--- src/hdl/rhc_pkg.sv ---
`timescale 1ns / 1ps
package rhc_pkg;

    localparam int RGB_W  = 8;
    localparam int HUE_W  = 15;
    localparam int SAT_W  = 17;
    localparam int SUM_W  = 9;
    localparam int NUM_W  = 11;

    typedef struct packed {
        logic [SUM_W-1:0] sum;
        logic [RGB_W-1:0] delta;
        logic [RGB_W-1:0] denom;
        logic [NUM_W-1:0] num;
        logic             grey;
    } prep_t;

    typedef struct packed {
        logic [SUM_W-1:0] sum;
        logic             grey;
    } side_t;

    typedef struct packed {
        logic [HUE_W-1:0] hue;
        logic [SAT_W-1:0] sat;
        logic [SUM_W-1:0] sum;
        logic             grey;
    } res_t;

    typedef struct packed {
        logic en;
        logic load_out;
        logic out_from_skid;
        logic load_skid;
    } ctl_t;

endpackage

--- src/hdl/rhc_prep.sv ---
`timescale 1ns / 1ps
module rhc_prep
(
    input  logic                       clk,
    input  logic                       en,
    input  logic [rhc_pkg::RGB_W-1:0]  red,
    input  logic [rhc_pkg::RGB_W-1:0]  green,
    input  logic [rhc_pkg::RGB_W-1:0]  blue,
    output rhc_pkg::prep_t             prep
);
    import rhc_pkg::*;

    prep_t            prep_reg;
    prep_t            prep_next;
    logic             red_max;
    logic             green_max;
    logic [RGB_W-1:0] hi;
    logic [RGB_W-1:0] lo;
    logic [SUM_W-1:0] sum;
    logic [RGB_W-1:0] delta;
    logic [NUM_W-1:0] dx;

    always_comb
    begin
        // red wins ties, then green
        red_max   = (red >= green) && (red >= blue);
        green_max = !red_max && (green >= blue);
        if (red_max)
        begin
            hi = red;
        end
        else if (green_max)
        begin
            hi = green;
        end
        else
        begin
            hi = blue;
        end
        lo = red;
        if (green < lo)
        begin
            lo = green;
        end
        if (blue < lo)
        begin
            lo = blue;
        end
        sum   = SUM_W'(hi) + SUM_W'(lo);
        delta = hi - lo;
        dx    = NUM_W'(delta);

        prep_next.sum   = sum;
        prep_next.delta = delta;
        prep_next.grey  = (delta == '0);
        if (sum > SUM_W'(255))
        begin
            prep_next.denom = RGB_W'(SUM_W'(510) - sum);
        end
        else
        begin
            prep_next.denom = RGB_W'(sum);
        end

        // sector offset in units of delta, sixths of the circle
        if (red_max)
        begin
            if (green >= blue)
            begin
                prep_next.num = NUM_W'(green) - NUM_W'(blue);
            end
            else
            begin
                prep_next.num = (dx * NUM_W'(6)) + NUM_W'(green) - NUM_W'(blue);
            end
        end
        else if (green_max)
        begin
            prep_next.num = (dx * NUM_W'(2)) + NUM_W'(blue) - NUM_W'(red);
        end
        else
        begin
            prep_next.num = (dx * NUM_W'(4)) + NUM_W'(red) - NUM_W'(green);
        end
    end

    always_ff @(posedge clk)
    begin
        if (en)
        begin
            prep_reg <= prep_next;
        end
    end

    assign prep = prep_reg;

endmodule

--- src/hdl/rhc_div.sv ---
`timescale 1ns / 1ps
module rhc_div
#(
    parameter int QB = 17
)
(
    input  logic                       clk,
    input  logic                       en,
    input  logic [QB+rhc_pkg::RGB_W-1:0] dividend,
    input  logic [rhc_pkg::RGB_W-1:0]  divisor,
    output logic [QB-1:0]              quotient
);
    import rhc_pkg::*;

    localparam int DW = QB + RGB_W;

    // working word: partial remainder on top, dividend bits then quotient bits below
    logic [DW-1:0]    w_reg [QB+1];
    logic [RGB_W-1:0] d_reg [QB+1];
    logic [DW-1:0]    w_next [QB];

    genvar k;
    generate
        for (k = 0; k < QB; k++)
        begin : g_step
            logic [RGB_W:0] shifted;
            logic [RGB_W:0] diff;
            logic           qbit;

            always_comb
            begin
                shifted = {w_reg[k][DW-1:QB], w_reg[k][QB-1]};
                diff    = shifted - {1'b0, d_reg[k]};
                qbit    = (shifted >= {1'b0, d_reg[k]});
                if (qbit)
                begin
                    w_next[k] = {diff[RGB_W-1:0], w_reg[k][QB-2:0], 1'b1};
                end
                else
                begin
                    w_next[k] = {shifted[RGB_W-1:0], w_reg[k][QB-2:0], 1'b0};
                end
            end
        end
    endgenerate

    always_ff @(posedge clk)
    begin
        if (en)
        begin
            w_reg[0] <= dividend;
            d_reg[0] <= divisor;
            for (int i = 0; i < QB; i++)
            begin
                w_reg[i+1] <= w_next[i];
                d_reg[i+1] <= d_reg[i];
            end
        end
    end

    assign quotient = w_reg[QB][QB-1:0];

endmodule

--- src/hdl/rhc_ctl.sv ---
`timescale 1ns / 1ps
module rhc_ctl
#(
    parameter int NS = 19
)
(
    input  logic          clk,
    input  logic          rst_n,
    input  logic          in_valid,
    input  logic          out_stall,
    output logic          in_stall,
    output logic          out_valid,
    output rhc_pkg::ctl_t ctl
);
    import rhc_pkg::*;

    logic [NS-1:0] valid_reg;
    logic [NS-1:0] valid_next;
    logic          out_valid_reg;
    logic          out_valid_next;
    logic          skid_valid_reg;
    logic          skid_valid_next;
    logic          out_take;
    logic          leaving;

    always_comb
    begin
        ctl.en            = !skid_valid_reg;
        out_take          = !out_valid_reg || !out_stall;
        leaving           = valid_reg[NS-1] && ctl.en;
        ctl.load_out      = out_take && (skid_valid_reg || leaving);
        ctl.out_from_skid = skid_valid_reg;
        ctl.load_skid     = leaving && !out_take;

        out_valid_next  = out_take ? (skid_valid_reg || leaving) : 1'b1;
        skid_valid_next = skid_valid_reg ? !out_take : ctl.load_skid;

        if (ctl.en)
        begin
            valid_next = {valid_reg[NS-2:0], in_valid};
        end
        else
        begin
            valid_next = valid_reg;
        end
    end

    always_ff @(posedge clk or negedge rst_n)
    begin
        if (!rst_n)
        begin
            valid_reg      <= '0;
            out_valid_reg  <= 1'b0;
            skid_valid_reg <= 1'b0;
        end
        else
        begin
            valid_reg      <= valid_next;
            out_valid_reg  <= out_valid_next;
            skid_valid_reg <= skid_valid_next;
        end
    end

    assign in_stall  = skid_valid_reg;
    assign out_valid = out_valid_reg;

    // the skid only fills behind a result that is already being held
    a_skid_behind_out: assert property (@(posedge clk) disable iff (!rst_n)
        skid_valid_reg |-> out_valid_reg)
        else $error("skid holds an item while the output is empty");

    a_skid_holds: assert property (@(posedge clk) disable iff (!rst_n)
        skid_valid_reg && out_stall |=> skid_valid_reg && out_valid_reg)
        else $error("skid item dropped under stall");

    a_frozen_when_full: assert property (@(posedge clk) disable iff (!rst_n)
        skid_valid_reg |=> $stable(valid_reg))
        else $error("pipeline moved while the skid was full");

endmodule

--- src/hdl/rgb_to_hsl_converter_top.sv ---
`timescale 1ns / 1ps
// RGB to HSL converter: takes one 8-bit RGB pixel per clock on the pixel channel, while
// pixel_stall is low, and returns hue (1/2^HUE_FRACTION_BITS degree), saturation (scaled by
// 2^SAT_FRACTION_BITS, rounded) and lightness as max+min on the hsl channel, one item per
// item in, in order. A pixel passes the prep register, the divider stages and the output
// register, with QB = max(SAT_FRACTION_BITS+1, HUE_FRACTION_BITS+9). The two dividers
// run side by side and retire one quotient bit per pipeline stage. A full pixel per clock
// is sustained while hsl_stall is low; a two-entry output buffer lets the pipeline keep
// moving under hsl_stall until a second result waits behind the held one, and pixel_stall
// is a registered signal that goes high only while that buffer is full.
module rgb_to_hsl_converter_top
#(
    parameter int SAT_FRACTION_BITS = 16,
    parameter int HUE_FRACTION_BITS = 6
)
(
    input  logic                      clk,
    input  logic                      rst_n,
    input  logic                      pixel_valid,
    output logic                      pixel_stall,
    input  logic [rhc_pkg::RGB_W-1:0] red,
    input  logic [rhc_pkg::RGB_W-1:0] green,
    input  logic [rhc_pkg::RGB_W-1:0] blue,
    output logic                      hsl_valid,
    input  logic                      hsl_stall,
    output logic [rhc_pkg::HUE_W-1:0] hue,
    output logic [rhc_pkg::SAT_W-1:0] saturation,
    output logic [rhc_pkg::SUM_W-1:0] lightness_sum,
    output logic                      is_grey
);
    import rhc_pkg::*;

    localparam int QB_SAT    = SAT_FRACTION_BITS + 1;
    localparam int QB_HUE    = HUE_FRACTION_BITS + 9;
    localparam int QB        = (QB_SAT > QB_HUE) ? QB_SAT : QB_HUE;
    localparam int DW        = QB + RGB_W;
    localparam int NS        = QB + 2;
    localparam int HUE_SCALE = 60 << HUE_FRACTION_BITS;
    localparam logic [QB-1:0] CIRCLE = QB'(360 << HUE_FRACTION_BITS);

    ctl_t            ctl;
    prep_t           prep;
    logic [DW-1:0]   sat_dividend;
    logic [DW-1:0]   hue_dividend;
    logic [QB-1:0]   sat_q;
    logic [QB-1:0]   hue_q;
    logic [QB-1:0]   hue_wrapped;
    logic [QB+SAT_W-1:0] sat_ext;
    logic [QB+HUE_W-1:0] hue_ext;
    side_t           side_reg [QB+1];
    res_t            result;
    res_t            out_reg;
    res_t            out_next;
    res_t            skid_reg;

    rhc_ctl #(.NS(NS)) u_ctl
    (
        .clk       (clk),
        .rst_n     (rst_n),
        .in_valid  (pixel_valid),
        .out_stall (hsl_stall),
        .in_stall  (pixel_stall),
        .out_valid (hsl_valid),
        .ctl       (ctl)
    );

    rhc_prep u_prep
    (
        .clk   (clk),
        .en    (ctl.en),
        .red   (red),
        .green (green),
        .blue  (blue),
        .prep  (prep)
    );

    // rounding terms are folded into the dividends
    assign sat_dividend = (DW'(prep.delta) << SAT_FRACTION_BITS) + DW'(prep.denom >> 1);
    assign hue_dividend = (DW'(HUE_SCALE) * DW'(prep.num)) + DW'(prep.delta >> 1);

    rhc_div #(.QB(QB)) u_div_sat
    (
        .clk      (clk),
        .en       (ctl.en),
        .dividend (sat_dividend),
        .divisor  (prep.denom),
        .quotient (sat_q)
    );

    rhc_div #(.QB(QB)) u_div_hue
    (
        .clk      (clk),
        .en       (ctl.en),
        .dividend (hue_dividend),
        .divisor  (prep.delta),
        .quotient (hue_q)
    );

    always_ff @(posedge clk)
    begin
        if (ctl.en)
        begin
            side_reg[0].sum  <= prep.sum;
            side_reg[0].grey <= prep.grey;
            for (int i = 0; i < QB; i++)
            begin
                side_reg[i+1] <= side_reg[i];
            end
        end
    end

    always_comb
    begin
        hue_wrapped = (hue_q >= CIRCLE) ? (hue_q - CIRCLE) : hue_q;
        sat_ext     = (QB+SAT_W)'(sat_q);
        hue_ext     = (QB+HUE_W)'(hue_wrapped);
        result.sum  = side_reg[QB].sum;
        result.grey = side_reg[QB].grey;
        if (side_reg[QB].grey)
        begin
            result.hue = '0;
            result.sat = '0;
        end
        else
        begin
            result.hue = hue_ext[HUE_W-1:0];
            result.sat = sat_ext[SAT_W-1:0];
        end
        out_next = ctl.out_from_skid ? skid_reg : result;
    end

    always_ff @(posedge clk)
    begin
        if (ctl.load_out)
        begin
            out_reg <= out_next;
        end
        if (ctl.load_skid)
        begin
            skid_reg <= result;
        end
    end

    assign hue           = out_reg.hue;
    assign saturation    = out_reg.sat;
    assign lightness_sum = out_reg.sum;
    assign is_grey       = out_reg.grey;

    a_grey_zero: assert property (@(posedge clk) disable iff (!rst_n)
        hsl_valid && is_grey |-> (hue == '0) && (saturation == '0))
        else $error("grey item with nonzero hue or saturation");

    a_sum_range: assert property (@(posedge clk) disable iff (!rst_n)
        hsl_valid |-> lightness_sum <= SUM_W'(510))
        else $error("lightness sum out of range");

endmodule
--- config.mk ---
export PLATFORM = sky130hd
export DESIGN_NAME = rgb_to_hsl_converter_top
export DESIGN_NICKNAME = d
export VERILOG_FILES = /design/src/hdl/rhc_pkg.sv /design/src/hdl/rhc_prep.sv /design/src/hdl/rhc_div.sv /design/src/hdl/rhc_ctl.sv /design/src/hdl/rgb_to_hsl_converter_top.sv
export SDC_FILE = /design/constraint.sdc
export NUM_CORES = 2
export LEC_CHECK = 0
export ABC_AREA = 1
export BUFFER_PORTS_ARGS = -buffer_cell sky130_fd_sc_hd__buf_2
export CAP_MARGIN = 15
export CELL_PAD_IN_SITES_DETAIL_PLACEMENT = 2
export CELL_PAD_IN_SITES_GLOBAL_PLACEMENT = 2
export CORE_MARGIN = 3
export CORE_UTILIZATION = 44
export CTS_CLUSTER_DIAMETER = 100
export CTS_CLUSTER_SIZE = 28
export DETAILED_ROUTE_END_ITERATION = 8
export PLACE_DENSITY = 0.92
export SETUP_SLACK_MARGIN = 0.02
export SYNTH_ARGS = -nofsm -noshare
export SYNTH_HDL_FRONTEND = slang
export SYNTH_SLANG_ARGS = --single-unit
--- constraint.sdc ---
create_clock -name clk -period 36.6 [get_ports clk]
set_clock_uncertainty 0.2 [all_clocks]
set_input_delay 7.32 -clock clk [delete_from_list [all_inputs] [get_ports clk]]
set_output_delay 7.32 -clock clk [all_outputs]
set_load 0.01 [all_outputs]
==> impl_metrics.yaml <==
cells_and_area:
  largest_reg_flops: 351
  layout-area-overhead-vs-synth_pct: 7.13
  layout.filler_cells: 12700
  fraction_of_final_layout_cells_sized_beyond_drive_strength_1_pct: 4.39
  utilization_pct: 47.6
  fin_nets: 5500
  multiInputGateArea_mm2: 0.0181
  stdcell_area_mm2: 0.0610
  seqCellArea_mm2: 0.0356
synth:
  yosys_register_bits: 1189
  synthFlopType: "sky130_fd_sc_hd__edfxtp_1"
  synth.yosys.seq_area_share_pct: 62.5
  post_synth_main_area_contributors: "sky130_fd_sc_hd__edfxtp_1, sky130_fd_sc_hd__ha_1, sky130_fd_sc_hd__nand2_1"
  syn-cell-area_mm2: 0.0569
  syn-instance-count: 4916
  synth_top_area_share_pct: 61.6
  synth_warnings: 0
  synth_edf_count: 1168
  synthesis.nets: 5402
  synth.distinct_cells: 57
  synthDominantAreaCellType: "sky130_fd_sc_hd__edfxtp_1"
  synth_area_per_inst_um2: 11.6
  ys_async_sr_fraction_pct: 1.77
floorplanning:
  floorplan.die_area_mm2: 0.134
  io_pins: 72
  core.rowCount: 131
  dieWidth_um: 366
  die-height_um: 366
  core_area_mm2: 0.128
  start_util_pct: 44.5
critical_path:
  setup_slack_of_the_worst_register_to_register_path_ns: 31.63
  reg2reg_depth: 5
  largest_stage_delay_worst_path_ns: 0.48
  worst_setup_path_end_kind: "flip-flop"
  critPathBufInv: 6
  critical_path.top_delay_family: "compound AO/OA/AOI/OAI gates"
  crit_arrival_ns: 15.08
  cp_slowest_cell: "sky130_fd_sc_hd__o31ai_1"
  critPathMaxFanout: 16
  rr_startpoint: "u_ctl.in_stall"
  crit_path_start_kind: "primary input"
  path_class: "primary input to flip-flop"
  worst-endpoint-required_ns: 36.85
  worst_path_most_repeated_cell: "sky130_fd_sc_hd__nand2_1"
  rr_endpoint: "u_div_hue.w_reg[3][23]"
clocking:
  clock_tree_from_tritoncts: "built"
  cts_buffer_depth: 3
  hold_buffer_count_at_cts: 0
  post-cts-setup-buffers: 0
  clock_tree.htree_level_count: 2
  post_cts_resized: 0
  clkLatencyLatePin_ns: 0.70
  tritoncts.num_buffers: 50
  clk_pin_slew_ns: 0.11
  cts_root_buffer: "sky130_fd_sc_hd__clkbuf_16"
  clock-sinks: 1189
drt:
  detailroute.via_count: 39600
  routed_wire_length_per_instance_um: 31.5
  drt_iter0_markers: 3403
  vias_per_cell: 5.85
  drt.antenna.violating_nets: 0
  drt_first_pass_iters: 6
  detail_route.wirelength_um: 213000
  drc_markers: 0
timing:
  setup_viol_count_final: 0
  fin_setup_tns_ns: 0
  tightest_slew_ns: 1.28
  hold_ws_ns: 0.217
  timing.final.crit_period_ns: 14.83
  unrepaired_setup_endpoints_after_global_routing: "no"
  final-max-slew-violation-count: 0
  final_hold_viol_count: 0
  max_freq_mhz: 67.4
  final_min_period_over_clock_period_pct: 40.5
  max-slew-margin-rel_pct: 14.7
global_routing:
  grt_pass1_vias: 45700
  global_route.overflow_total: 0
  maximum_number_of_pins_on_one_net_before_global_route_repair: 217
  grt_first_pass_wirelength_um: 310000
  groute.usage.overall_pct: 31.8
  antenna_found_initial: 17
placement:
  place.detailed.hpwl_um: 148000
  gpl.final_weighted_congestion: 0.864
  post_dp_cell_area_mm2: 0.0594
  buffer_ports.inserted: 71
run_status:
  status: "complete, no violations"
hold_path:
  hold_path_startpoint: "side_reg[5][5]"
  min_delay_path_depth: 0
  worst_hold_path_type: "flip-flop to flip-flop"
  hold_end: "side_reg[6][5]"
run:
  drv.max_cap_violation_count: 0
-- synthesized netlist by cell type (2+ instances only) --
master and instances:
sky130_fd_sc_hd__edfxtp_1 1168, sky130_fd_sc_hd__nand2_1 882, sky130_fd_sc_hd__inv_1 803, sky130_fd_sc_hd__ha_1 386, sky130_fd_sc_hd__nor2_1 294, sky130_fd_sc_hd__a21oi_1 268
sky130_fd_sc_hd__nand3_1 203, sky130_fd_sc_hd__o21ai_0 181, sky130_fd_sc_hd__xor2_1 138, sky130_fd_sc_hd__o21ai_1 110, sky130_fd_sc_hd__fa_1 72, sky130_fd_sc_hd__nor3_1 62
sky130_fd_sc_hd__xnor2_1 52, sky130_fd_sc_hd__nand4_1 39, sky130_fd_sc_hd__nor4_1 26, sky130_fd_sc_hd__nand2_2 25, sky130_fd_sc_hd__clkbuf_1 24, sky130_fd_sc_hd__dfrtp_1 21
sky130_fd_sc_hd__inv_2 18, sky130_fd_sc_hd__buf_2 16, sky130_fd_sc_hd__o221ai_1 15, sky130_fd_sc_hd__a31oi_1 14, sky130_fd_sc_hd__o31ai_1 11, sky130_fd_sc_hd__a211oi_1 9
sky130_fd_sc_hd__o2111ai_1 9, sky130_fd_sc_hd__o211ai_1 9, sky130_fd_sc_hd__a21boi_0 6, sky130_fd_sc_hd__o21bai_1 5, sky130_fd_sc_hd__a21oi_2 4, sky130_fd_sc_hd__or2_2 4
sky130_fd_sc_hd__a21o_1 3, sky130_fd_sc_hd__nand3_2 3, sky130_fd_sc_hd__nor2_2 3, sky130_fd_sc_hd__o21a_1 3, sky130_fd_sc_hd__a211o_1 2, sky130_fd_sc_hd__and3_1 2
sky130_fd_sc_hd__buf_1 2, sky130_fd_sc_hd__nand2_4 2, sky130_fd_sc_hd__nand3b_1 2, sky130_fd_sc_hd__nor3b_1 2, sky130_fd_sc_hd__or3_1 2
-- cells in the final DEF, fill, tap and decap left out, types with 110 or more instances in the layout --
master / count
sky130_fd_sc_hd__edfxtp_1: 1168
sky130_fd_sc_hd__nand2_1: 882
sky130_fd_sc_hd__inv_1: 803
sky130_fd_sc_hd__ha_1: 386
sky130_fd_sc_hd__nor2_1: 293
sky130_fd_sc_hd__a21oi_1: 267
sky130_fd_sc_hd__nand3_1: 203
sky130_fd_sc_hd__o21ai_0: 181
sky130_fd_sc_hd__xor2_1: 138
sky130_fd_sc_hd__o21ai_1: 110
-- worst max path at each step --
stage                         startpoint               to  slack [ns]  cells after the start
after floorplan           u_ctl.in_stall   side_reg[0][0]        4.59                      2
after global placement            red[7]  u_prep.prep[11]       21.58                     38
after detailed placement          red[7]  u_prep.prep[11]       21.11                     38
after CTS                         red[7]  u_prep.prep[11]       21.86                     38
after global routing              red[7]  u_prep.prep[11]       21.14                     39
final                             red[7]  u_prep.prep[11]       21.77                     38
-- cell families after synthesis --
group,synth area share (%)
flip-flops,62.5
XOR/XNOR,2.98
AND/OR/NAND/NOR,11.4
AO/OA/AOI/OAI,6.28
adder cells (fa/ha/maj),11.0
buffers and inverters,5.76
-- metal layers --
| metal | up-vias | part of all wire (%) | GRT usage (%) |
|---|---|---|---|
| met1 | 20000 | 32 | 29.6 |
| met4 | 24 | 10 | 26.7 |
| met3 | 1013 | 4.5 | 6.31 |
| li1 | 16900 | - | - |
| met2 | 1646 | 53 | 59.3 |
| met5 | - | 0.070 | 0 |
-- area by class of cell --
| class | instances | area share [%] |
|---|---|---|
| antenna | 6 | 0.0246 |
| clock buffer | 63 | 2.20 |
| clock inverter | 8 | 0.183 |
| inverter | 821 | 5.07 |
| multi-input combinational | 2862 | 29.6 |
| sequential | 1189 | 58.4 |
| tap | 1729 | 3.55 |
| timing repair buffer | 90 | 0.956 |
-- stage by stage --
stage | instances | worst slack [ns]
3_5_place_dp | 6688 | 21.11
5_1_grt | 6762 | 21.14
4_1_cts | 6759 | 21.86
6_report | 6768 | 21.77
3_3_place_gp | 6688 | 21.58
2_1_floorplan | 4916 | 4.59
Power is left out: the tool's default activity adds up to more than one toggle a clock period on the data nets, which glitch-free logic cannot reach.
